[config.mk]
export PLATFORM = sky130hd
export DESIGN_NAME = jsr_queue
export DESIGN_NICKNAME = d
export VERILOG_FILES = /design/src/rtl/core/jacobi_stencil_residual_assert.svh /design/src/rtl/core/jsr_pkg.sv /design/src/rtl/core/jsr_queue.sv
export SDC_FILE = /design/constraint.sdc
export NUM_CORES = 1
export LEC_CHECK = 0
export ABC_AREA = 1
export BUFFER_PORTS_ARGS = -buffer_cell sky130_fd_sc_hd__buf_2
export CAP_MARGIN = 10
export CORE_UTILIZATION = 47
export DETAILED_ROUTE_END_ITERATION = 8
export GPL_ROUTABILITY_DRIVEN = 1
export HOLD_SLACK_MARGIN = 0.02
export PLACE_DENSITY = 0.7
export SYNTH_ARGS = -nofsm -noshare
export SYNTH_HDL_FRONTEND = slang
export SYNTH_SLANG_ARGS = --single-unit
[constraint.sdc]
create_clock -name clk -period 1.1 [get_ports clk]
set_input_delay 0.11 -clock clk [delete_from_list [all_inputs] [get_ports clk]]
set_output_delay 0.11 -clock clk [all_outputs]
set_load 0.01 [all_outputs]
[src/rtl/core/jacobi_stencil_residual_assert.svh]
// Assertion macros shared by the RTL modules.
`ifndef JACOBI_STENCIL_RESIDUAL_ASSERT_SVH
`define JACOBI_STENCIL_RESIDUAL_ASSERT_SVH

// Consequent checked in the same cycle as the antecedent.
`define JSR_ASSERT_SAME(label, clk, rst_n, ante, cons, msg) \
    label: assert property (@(posedge clk) disable iff (!rst_n) (ante) |-> (cons)) \
        else $error(msg);

// Consequent checked in the cycle after the antecedent.
`define JSR_ASSERT_NEXT(label, clk, rst_n, ante, cons, msg) \
    label: assert property (@(posedge clk) disable iff (!rst_n) (ante) |=> (cons)) \
        else $error(msg);

`endif

[src/rtl/core/jsr_pkg.sv]
`timescale 1ns / 1ps
`default_nettype none

package jsr_pkg;

    localparam int MAX_WIDTH_DEFAULT  = 1024;
    localparam int VALUE_BITS_DEFAULT = 24;

    localparam int ROW_BITS          = 16;
    localparam int COL_OUT_BITS      = 10;
    localparam int RES_BITS          = 63;
    localparam int GRID_WIDTH_BITS   = 11;
    localparam int GRID_HEIGHT_BITS  = 16;
    localparam int CFG_DATA_BITS     = 16;
    localparam int CFG_INDEX_BITS    = 1;
    localparam int MIN_GRID_DIM      = 3;
    localparam int GRID_WIDTH_RESET  = 1024;
    localparam int GRID_HEIGHT_RESET = 1024;
    localparam int QUEUE_DEPTH       = 4;

    typedef enum logic [CFG_INDEX_BITS-1:0] {
        REG_GRID_WIDTH  = 1'b0,
        REG_GRID_HEIGHT = 1'b1
    } cfg_reg_t;

    typedef enum logic {
        KIND_CELL     = 1'b0,
        KIND_RESIDUAL = 1'b1
    } kind_t;

    typedef struct packed {
        kind_t                   kind;
        logic [ROW_BITS-1:0]     row;
        logic [COL_OUT_BITS-1:0] col;
    } ctl_t;

endpackage

`default_nettype wire

[src/rtl/core/jsr_queue.sv]
`timescale 1ns / 1ps
`default_nettype none

module jsr_queue #(
    parameter int WIDTH = 8,
    parameter int DEPTH = jsr_pkg::QUEUE_DEPTH
) (
    input  wire logic                     clk,
    input  wire logic                     rst_n,
    input  wire logic                     wr,
    input  wire logic [WIDTH-1:0]         wdata,
    input  wire logic                     rd,
    output logic [WIDTH-1:0]              rdata,
    output logic                          empty,
    output logic [$clog2(DEPTH):0]        count
);

    localparam int PW = $clog2(DEPTH);

    logic [WIDTH-1:0] slot_reg [DEPTH];
    logic [PW-1:0]    wr_ptr_reg, rd_ptr_reg;
    logic [PW:0]      count_reg, count_next;

    always_comb
    begin
        count_next = count_reg;
        if (wr && !rd)
        begin
            count_next = (PW+1)'(count_reg + 1'b1);
        end
        else if (rd && !wr)
        begin
            count_next = (PW+1)'(count_reg - 1'b1);
        end
    end

    always_ff @(posedge clk or negedge rst_n)
    begin
        if (!rst_n)
        begin
            wr_ptr_reg <= '0;
            rd_ptr_reg <= '0;
            count_reg  <= '0;
        end
        else
        begin
            if (wr)
            begin
                wr_ptr_reg <= PW'(wr_ptr_reg + 1'b1);
            end
            if (rd)
            begin
                rd_ptr_reg <= PW'(rd_ptr_reg + 1'b1);
            end
            count_reg <= count_next;
        end
    end

    always_ff @(posedge clk)
    begin
        if (wr)
        begin
            slot_reg[wr_ptr_reg] <= wdata;
        end
    end

    assign rdata = slot_reg[rd_ptr_reg];
    assign empty = (count_reg == '0);
    assign count = count_reg;

endmodule

`default_nettype wire

==> metrics.cfg <==
[critical_path]
cp_top_family=flip-flops
cp_data_required_time_ns=0.99
worst-setup-path-type=register to output pin
start_kind=register
endpoint_kind=output pin
max_stage_delay_ns=0.41
critPathBufInv=2
slowest_stage=dfrtp_1
worstPathMaxFanout=34
cp_cell_sequence=buf_12 > o211ai_1 > nand2_1 > buf_2
cp_data_arrival_time_ns=1.32

[synth]
synth_top_area_frac=0.565
synthSimpleGateAreaFrac=0.0912
synth-edff-count=32
synth_top_family_by_area=buffers and inverters
ys_warn_count=0
synth_cell_types=18
syn_nets=158
syn-cell-area_mm2=0.00170
yosysSeqAreaShare=0.668
synthMuxAreaShare=0
syn_area_per_cell_um2=12.2
syn_inst=140
yosysMostFrequentCell=nand2_1
synthAdderAreaFrac=0.0485
synth_common_cells=nand2_1 (37), edfxtp_1 (32), inv_1 (27)
async_reset_ff_frac=0.179
synth_xor_area_frac=0.0206
synth_area_leader_cell=edfxtp_1
synthTopCellsByArea=edfxtp_1 (56%), dfrtp_1 (10%), nand2_1 (8.2%)
synth_ff_type=edfxtp_1
ys_ff_latch=39
synth-compound-area-share=0.0765

[timing]
post-route-min-period_ns=1.43
clock_skew_ns=0.00618
setup_viol=39
hold_ws_ns=0.0705
slew_headroom=0.871
final_max_slew_viol_count=0
fin_crit_sh=1.30
fin_ws_ns=-0.330
rsz0062_at_grt=yes
fmax_ghz=0.699
hold_viol=0
worstMarginPinSlew_ns=0.193

[layout]
nets=209
utilization=0.685
largest_reg_flops=32
drive_above_1_share=0.391
antenna_cells=0
syn2layout_area_growth_pct=36.4

[global_routing]
antenna_found_initial=0
grt_pass1_vias=1210
gr-total-overflow=0
grt_usage=0.180
grt_max_degree=35
grt_pass1_wl_um=5300

[clocking]
cts_tree=built
clock_latency_ns=0.33
h-tree-depth=2
clk_pin_slew_ns=0.10
cts_root_buffer=clkbuf_4
clockBufferDepth=2
cts_buffers=5
cts_sinks=39

[routing]
vias=1128
drcViolationCount=0
postRouteWirelength_um=3110
antenna_left=0
first_iter_violations=22
vias_per_cell=4.74
first_pass_iters=4
wire_per_inst_um=13.1

[pwr]
cellLeakagePower_nw=1.01
powerDensity_mw_per_mm2=2540
power_mw=5.90
vdd_drop_max_uv=1510

[floorplanning]
ioPinCount=24
rows=21
dieArea_mm2=0.00387
core_area_mm2=0.00339
start_util=0.502
die_h_um=62.2
die_x_um=62.2

[placement]
port_buffers=23
dp_hpwl_um=1930
place_congestion=0.690

[hold_path]
hold_class=input port to register

[status]
violations=setup timing
status=complete, but fails checks

[run]
drv_cap=0

[where the power goes]
group / switching, mW / total (mW) / internal, mW
Combinational: 1.42 / 2.77 / 1.35
Clock: 0.433 / 0.900 / 0.468
Sequential: 0.235 / 2.23 / 1.99
Total: 2.09 / 5.90 / 3.81
[metrics by stage]
step | setup TNS (ns) | setup WS [ns] | std cells | cell area (µm²)
6_report | -3.56 | -0.330 | 238 | 2320
5_1_grt | -5.34 | -0.429 | 238 | 2320
4_1_cts | -4.15 | -0.365 | 236 | 2280
3_5_place_dp | -2.78 | -0.215 | 213 | 1920
3_3_place_gp | -1.77 | -0.112 | 213 | 1920
2_1_floorplan | -0.0501 | -0.0448 | 140 | 1710
[area by class of cell]
| type | instances | area, µm² |
|---|---|---|
| flip-flops and latches | 39 | 1140 |
| clock inverters | 3 | 38.8 |
| multi-input cells | 67 | 502 |
| fillers | 236 | 1070 |
| repair buffers | 50 | 408 |
| clock buffers | 5 | 37.5 |
| well taps | 46 | 57.6 |
| inverters | 28 | 135 |
[path summary, 6_finish.rpt]
path	from	to	slack, ns	cells past startpoint
min reg2reg	count[2]$_DFFE_PN0P_	count[2]$_DFFE_PN0P_	0.61	2
max in group asynchronous	rst_n	count[2]$_DFFE_PN0P_	0.80	2
max	rd_ptr_reg[0]$_DFFE_PN0P_	rdata[5]	-0.33	4
min	rd	rd_ptr_reg[0]$_DFFE_PN0P_	0.07	3
min in group asynchronous	rst_n	wr_ptr_reg[1]$_DFFE_PN0P_	0.13	2
max reg2reg	count[0]$_DFFE_PN0P_	count[2]$_DFFE_PN0P_	-0.23	6
[layer usage]
metal | track usage | part of all wire | routed length [µm] | vias to the layer above
met5 | 0 | 0 | 0 | -
met2 | 0.321 | 0.54 | 1660 | 22
li1 | - | - | - | 563
met4 | 0.0669 | 0.011 | 35 | 0
met1 | 0.207 | 0.42 | 1310 | 537
met3 | 0.0460 | 0.031 | 95 | 6
[tightest hold or removal path: stages]
cell    delay, ns
buf_2        0.09
buf_4        0.11
xor2_1       0.05
[cell usage in the layout, fill, tap and decap left out, drive strengths merged]
cell	netlist	final
xnor2	1	1
edfxtp	32	32
clkinv	0	2
ha	5	5
fa	1	1
buf	5	41
xor2	3	3
clkbuf	1	5
o21ai	1	1
inv	28	28
o211ai	16	16
bufinv	0	1
dfrtp	7	7
nor3	1	1
dlygate4sd3	0	9
nand4	1	1
nand3	1	1
nand2	37	37
[repair_timing]
item	CTS	global route
setup endpoints to repair	45	45
buffers inserted	6	2
resized for setup	39	10
pin swaps	9	6
hold endpoints to repair	39	0
hold buffers	9	0
gates cloned	0	0
[logic make-up (layout without fill, tap and decap cells)]
kind of cell / after synthesis / in the layout
AOI/OAI and AO/OA: 17 / 17
xor gates and xnor gates: 4 / 4
adders and majority gates: 6 / 6
buffers and inverters: 34 / 86
DFF: 39 / 39
and+or+nand+nor: 40 / 40
No activity file was read; power rests on OpenSTA's default activity.
