`src/rtl/core/jacobi_stencil_residual_assert.svh`:
```
// Assertion macros shared by the RTL modules.
`ifndef JACOBI_STENCIL_RESIDUAL_ASSERT_SVH
`define JACOBI_STENCIL_RESIDUAL_ASSERT_SVH

// Consequent checked in the same cycle as the antecedent.
`define JSR_ASSERT_SAME(label, clk, rst_n, ante, cons, msg) \
    label: assert property (@(posedge clk) disable iff (!rst_n) (ante) |-> (cons)) \
        else $error(msg);

// Consequent checked in the cycle after the antecedent.
`define JSR_ASSERT_NEXT(label, clk, rst_n, ante, cons, msg) \
    label: assert property (@(posedge clk) disable iff (!rst_n) (ante) |=> (cons)) \
        else $error(msg);

`endif

```
`src/rtl/core/jsr_pkg.sv`:
```
`timescale 1ns / 1ps
`default_nettype none

package jsr_pkg;

    localparam int MAX_WIDTH_DEFAULT  = 1024;
    localparam int VALUE_BITS_DEFAULT = 24;

    localparam int ROW_BITS          = 16;
    localparam int COL_OUT_BITS      = 10;
    localparam int RES_BITS          = 63;
    localparam int GRID_WIDTH_BITS   = 11;
    localparam int GRID_HEIGHT_BITS  = 16;
    localparam int CFG_DATA_BITS     = 16;
    localparam int CFG_INDEX_BITS    = 1;
    localparam int MIN_GRID_DIM      = 3;
    localparam int GRID_WIDTH_RESET  = 1024;
    localparam int GRID_HEIGHT_RESET = 1024;
    localparam int QUEUE_DEPTH       = 4;

    typedef enum logic [CFG_INDEX_BITS-1:0] {
        REG_GRID_WIDTH  = 1'b0,
        REG_GRID_HEIGHT = 1'b1
    } cfg_reg_t;

    typedef enum logic {
        KIND_CELL     = 1'b0,
        KIND_RESIDUAL = 1'b1
    } kind_t;

    typedef struct packed {
        kind_t                   kind;
        logic [ROW_BITS-1:0]     row;
        logic [COL_OUT_BITS-1:0] col;
    } ctl_t;

endpackage

`default_nettype wire

```
`src/rtl/core/jsr_back.sv`:
```
`timescale 1ns / 1ps
`default_nettype none

`include "jacobi_stencil_residual_assert.svh"

module jsr_back #(
    parameter int VALUE_BITS = jsr_pkg::VALUE_BITS_DEFAULT
) (
    input  wire logic                               clk,
    input  wire logic                               rst_n,
    input  wire logic                               q_empty,
    input  wire jsr_pkg::ctl_t                      q_ctl,
    input  wire logic signed [VALUE_BITS+1:0]       q_sum,
    input  wire logic signed [VALUE_BITS-1:0]       q_mid,
    output logic                                    q_pop,
    input  wire logic                               pop,
    output logic                                    empty,
    output logic signed [VALUE_BITS-1:0]            new_value,
    output logic [jsr_pkg::ROW_BITS-1:0]            center_row,
    output logic [jsr_pkg::COL_OUT_BITS-1:0]        center_col,
    output logic [jsr_pkg::RES_BITS-1:0]            residual,
    output logic                                    is_residual
);

    localparam int VB      = VALUE_BITS;
    localparam int SQ_BITS = 2 * VB;
    localparam int RB      = jsr_pkg::RES_BITS;
    localparam int SW      = ((SQ_BITS > RB) ? SQ_BITS : RB) + 1;

    logic en;

    logic                 b1_valid_reg;
    jsr_pkg::ctl_t        b1_ctl_reg;
    logic signed [VB-1:0] b1_nv_reg;
    logic signed [VB:0]   b1_diff_reg;
    logic signed [VB-1:0] nv;

    logic                 b2_valid_reg;
    jsr_pkg::ctl_t        b2_ctl_reg;
    logic signed [VB-1:0] b2_nv_reg;
    logic [SQ_BITS-1:0]   b2_sq_reg;
    logic signed [2*VB+1:0] prod;

    logic [RB-1:0] acc_reg, acc_next, acc_sat;
    logic [SW-1:0] acc_total;

    logic                              out_valid_reg;
    logic signed [VB-1:0]              new_value_reg;
    logic [jsr_pkg::ROW_BITS-1:0]      row_out_reg;
    logic [jsr_pkg::COL_OUT_BITS-1:0]  col_out_reg;
    logic [RB-1:0]                     residual_reg;
    logic                              is_residual_reg;

    logic b2_cell, b2_res;

    // Whole pipeline advances together whenever the output slot frees up.
    assign en    = !out_valid_reg || pop;
    assign q_pop = en && !q_empty;

    always_comb
    begin
        nv   = VB'(q_sum >>> 2);
        prod = b1_diff_reg * b1_diff_reg;
    end

    always_comb
    begin
        b2_cell   = b2_valid_reg && (b2_ctl_reg.kind == jsr_pkg::KIND_CELL);
        b2_res    = b2_valid_reg && (b2_ctl_reg.kind == jsr_pkg::KIND_RESIDUAL);
        acc_total = SW'(acc_reg) + SW'(b2_sq_reg);
        acc_sat   = (acc_total > SW'({RB{1'b1}})) ? {RB{1'b1}} : RB'(acc_total);
        acc_next  = acc_reg;
        if (en && b2_cell)
        begin
            acc_next = acc_sat;
        end
        else if (en && b2_res)
        begin
            acc_next = '0;
        end
    end

    always_ff @(posedge clk or negedge rst_n)
    begin
        if (!rst_n)
        begin
            b1_valid_reg  <= 1'b0;
            b2_valid_reg  <= 1'b0;
            out_valid_reg <= 1'b0;
            acc_reg       <= '0;
        end
        else
        begin
            if (en)
            begin
                b1_valid_reg  <= !q_empty;
                b2_valid_reg  <= b1_valid_reg;
                out_valid_reg <= b2_valid_reg;
            end
            acc_reg <= acc_next;
        end
    end

    always_ff @(posedge clk)
    begin
        if (en)
        begin
            b1_ctl_reg  <= q_ctl;
            b1_nv_reg   <= nv;
            b1_diff_reg <= (VB+1)'(nv) - (VB+1)'(q_mid);

            b2_ctl_reg  <= b1_ctl_reg;
            b2_nv_reg   <= b1_nv_reg;
            b2_sq_reg   <= SQ_BITS'(prod);

            if (b2_res)
            begin
                new_value_reg   <= '0;
                row_out_reg     <= '0;
                col_out_reg     <= '0;
                residual_reg    <= acc_reg;
                is_residual_reg <= 1'b1;
            end
            else
            begin
                new_value_reg   <= b2_nv_reg;
                row_out_reg     <= b2_ctl_reg.row;
                col_out_reg     <= b2_ctl_reg.col;
                residual_reg    <= '0;
                is_residual_reg <= 1'b0;
            end
        end
    end

    assign empty       = !out_valid_reg;
    assign new_value   = new_value_reg;
    assign center_row  = row_out_reg;
    assign center_col  = col_out_reg;
    assign residual    = residual_reg;
    assign is_residual = is_residual_reg;

    `JSR_ASSERT_NEXT(a_acc_cleared, clk, rst_n, en && b2_res, acc_reg == '0, "residual not cleared")
    `JSR_ASSERT_NEXT(a_acc_grows, clk, rst_n, en && b2_cell, acc_reg >= $past(acc_reg), "residual shrank")
    `JSR_ASSERT_SAME(a_res_fields, clk, rst_n, out_valid_reg && is_residual_reg, new_value_reg == '0 && row_out_reg == '0 && col_out_reg == '0, "residual carries cell fields")

endmodule

`default_nettype wire

```
`config.mk`:
```
export PLATFORM = sky130hd
export DESIGN_NAME = jsr_back
export DESIGN_NICKNAME = d
export VERILOG_FILES = /design/src/rtl/core/jsr_pkg.sv /design/src/rtl/core/jsr_back.sv
export VERILOG_INCLUDE_DIRS = /design/src /design/src/rtl/core
export SDC_FILE = /design/constraint.sdc
export NUM_CORES = 2
export LEC_CHECK = 0
export ABC_AREA = 1
export BUFFER_PORTS_ARGS = -buffer_cell sky130_fd_sc_hd__buf_2
export CAP_MARGIN = 30
export CORE_ASPECT_RATIO = 1.4
export CORE_UTILIZATION = 60
export CTS_CLUSTER_SIZE = 25
export DETAILED_ROUTE_END_ITERATION = 12
export PLACE_DENSITY = 0.85
export SLEW_MARGIN = 20
export SYNTH_ARGS = -nofsm -noshare
export SYNTH_HDL_FRONTEND = slang
export SYNTH_SLANG_ARGS = --single-unit
```
`constraint.sdc`:
```
create_clock -name clk -period 12.1 [get_ports clk]
set_clock_uncertainty 0.1 [all_clocks]
set_input_delay 0 -clock clk [delete_from_list [all_inputs] [get_ports clk]]
set_output_delay 0 -clock clk [all_outputs]
set_load 0.01 [all_outputs]
```
==> flow_summary.yaml <==
finish:
  area_growth_syn_to_layout_pct: 10.1
  layout.cells.most_common: "sky130_fd_sc_hd__inv_1"
  final_core_util: 0.669
  most-common-layout-cells: "1192 x sky130_fd_sc_hd__inv_1, 1035 x sky130_fd_sc_hd__nand2_1, 594 x sky130_fd_sc_hd__fa_1"
  nets: 5635
  layoutNonFillerInstCount: 5610
  layout-drive-gt1-share: 0.0680
cts:
  clock_path_buffers: 3
  numClockSinks: 354
  h-tree-depth: 2
  clockRootBuffer: "sky130_fd_sc_hd__clkbuf_16"
  cts.clk_slew.worst_paths_ps: 70
  holdBufCountCts: 79
  cts.repair.resized: 0
  tritoncts.num_buffers: 36
  clock_tree_from_tritoncts: "yes"
  clock_insertion_delay_worst_skew_ps: 590
  cts.repair_timing.setup_buffer_count: 0
global_route:
  grt.total_usage: 0.351
  grt.overflow.total: 0
  antenna_found_initial: 3
  grt_max_degree: 146
  number_of_global_route_vias_before_repair: 34743
  grt_first_pass_wirelength_um: 177000
placement:
  place.detailed.hpwl_um: 82400
  port-buffer-count: 194
  numPlacedInstances: 5462
  finalWeightedCongestion: 1.03
synthesis:
  synth_fp_nets: 5392
  share_of_flip_flops_with_an_asynchronous_set_or_reset: 0.186
  synth-seq-cells: 354
  synth_edf_count: 288
  leading_area_contributor_after_synthesis: "sky130_fd_sc_hd__fa_1"
  syn_inst: 4499
  postSynth.topFlopCell: "sky130_fd_sc_hd__edfxtp_1"
  synth_area_per_cell_um2: 8.68
  synth_cell_types: 47
  synth.yosys.warnings: 0
  seq_area_frac_synth: 0.264
  yosys.area.top_type_share: 0.305
  netlist_area_before_placement_mm2: 0.0390
  largest_cells_by_area_after_synthesis: "sky130_fd_sc_hd__fa_1 30%, sky130_fd_sc_hd__edfxtp_1 22%, sky130_fd_sc_hd__inv_1 11%"
route:
  detailed_routing_iterations_pass_1: 6
  via_per_inst: 5.59
  vias: 31348
  drt_iter0_drc: 2546
  detail_route.drc_violations: 0
  drt-wirelength-per-cell_um: 19.9
  postRouteWirelength_um: 112000
  route.antenna.remaining_nets: 0
floorplan:
  die_area_mm2: 0.0661
  dieHeight_um: 304
  design.core.area_mm2: 0.0643
  pin_count: 197
  rows: 110
  chipWidth_um: 218
  initial_core_util: 0.607
hold_path:
  hold_end: "out_valid_reg"
  hold_start: "pop"
  timing.hold.worst.class: "primary input to flip-flop"
  holdPathStages: 4
outcome:
  status: "complete, no violations"
worst_setup_path:
  critPathTopFamily: "adder cells"
  setup.worst_path.class: "flip-flop to flip-flop"
  required_ps: 12300
  start_kind: "flip-flop"
  cpPeakStageDelay_ps: 830
  regToRegEndpoint: "b2_sq_reg[47]"
  endpoint_kind: "flip-flop"
  cp_data_arrival_time_ps: 8170
  path_max_fanout: 15
  setup.reg_to_reg.worst_slack_ps: 4130
  worst-r2r-cell-count: 22
  critPathSlowestCell: "sky130_fd_sc_hd__edfxtp_1"
  cell_by_cell_listing_of_the_critical_path: "buf_4, nand2_1, inv_1, fa_1, fa_1, fa_1, fa_1, fa_1, fa_1, fa_1, ha_1, nand2_1, nor2_1, inv_1, o21ai_0, nor2_1, nand3_1, nand2_1, nand2_1, inv_1, nand2_1, nand2_1"
  worst_r2r_startpoint: "b1_diff_reg[7]"
  critPathBufInv: 4
  crit_top_cell: "sky130_fd_sc_hd__fa_1"
sta:
  min_period_over_period: 0.658
  timing.final.setup_violations: 0
  final-hold-violation-count: 0
  finalCriticalPeriod_ps: 7970
  setup_total_negative_slack_ps: 0
  rsz0062_at_grt: "false"
  report.final.slew_viol_count: 0
  worstMarginPinSlew_ps: 888
  fmax_mhz: 126
  slew_headroom: 0.407
flow_run:
  number_of_max_capacitance_violations_reported: 0
==> Yosys cell counts, types with 42 or more instances <==
master	n
sky130_fd_sc_hd__ha_1	218
sky130_fd_sc_hd__nand2_1	1036
sky130_fd_sc_hd__o21ai_1	42
sky130_fd_sc_hd__inv_1	1193
sky130_fd_sc_hd__o21ai_0	57
sky130_fd_sc_hd__edfxtp_1	288
sky130_fd_sc_hd__a21oi_1	131
sky130_fd_sc_hd__fa_1	594
sky130_fd_sc_hd__nor2_1	355
sky130_fd_sc_hd__xor2_1	49
sky130_fd_sc_hd__xnor2_1	69
sky130_fd_sc_hd__nand3_1	120
sky130_fd_sc_hd__clkbuf_1	93
sky130_fd_sc_hd__dfrtp_1	66
==> layout make-up <==
type                       count  area, um2
timing repair buffer         309       2100
sequential                   354      10300
antenna                        2       5.00
tap                          840       1050
multi-input combinational   2835      23800
clock buffer                  45        956
fill                        4768      21300
inverter                    1206       4530
clock inverter                19        241
==> per-layer routing <==
layer,GRT usage,up-vias,share of wire
met5,0,-,0
met4,0.280,0,0.092
met3,0.0612,746,0.073
met2,0.625,1807,0.52
met1,0.358,14935,0.32
li1,-,13860,-
==> how the worst max path moves through the flow <==
stage / cells after the start / to / from
finish: 22 / b2_sq_reg[47] / b1_diff_reg[7]
floorplan: 4 / b2_valid_reg / out_valid_reg
global route: 22 / b2_sq_reg[47] / b1_diff_reg[7]
CTS: 22 / b2_sq_reg[44] / b1_diff_reg[10]
detailed placement: 22 / b2_sq_reg[47] / b1_diff_reg[7]
global placement: 22 / b2_sq_reg[41] / b1_diff_reg[23]
==> worst reg2reg max path, cell delays in order, from the launching register on <==
cell and delay [ps]:
sky130_fd_sc_hd__edfxtp_1 830, sky130_fd_sc_hd__buf_4 390, sky130_fd_sc_hd__nand2_1 110, sky130_fd_sc_hd__inv_1 200, sky130_fd_sc_hd__fa_1 560, sky130_fd_sc_hd__fa_1 570
sky130_fd_sc_hd__fa_1 750, sky130_fd_sc_hd__fa_1 510, sky130_fd_sc_hd__fa_1 570, sky130_fd_sc_hd__fa_1 430, sky130_fd_sc_hd__fa_1 440, sky130_fd_sc_hd__ha_1 410
sky130_fd_sc_hd__nand2_1 100, sky130_fd_sc_hd__nor2_1 200, sky130_fd_sc_hd__inv_1 80, sky130_fd_sc_hd__o21ai_0 580, sky130_fd_sc_hd__nor2_1 150, sky130_fd_sc_hd__nand3_1 370
sky130_fd_sc_hd__nand2_1 100, sky130_fd_sc_hd__nand2_1 110, sky130_fd_sc_hd__inv_1 50, sky130_fd_sc_hd__nand2_1 50, sky130_fd_sc_hd__nand2_1 50
==> logic make-up after synthesis <==
logic type	Yosys count	share of synthesized area
and+or+nand+nor	1601	0.164
AOI/OAI and AO/OA	304	0.0437
DFF	354	0.264
adders and majority gates	812	0.374
buffers and inverters	1310	0.127
xor gates and xnor gates	118	0.0265
==> metrics by stage <==
step / setup WS (ps) / instance area [um2] / hold slack [ps]
floorplan: 5220 / 39000 / -396
global placement: 4620 / 40900 / 76.7
detailed placement: 4660 / 40900 / 78.6
CTS: 4630 / 42900 / 19.4
global route: 3960 / 43000 / 22.1
finish: 4130 / 43000 / 2.36
Power is not shown: default switching activity piles up to over one toggle a cycle in this logic, so the estimate is an artifact.
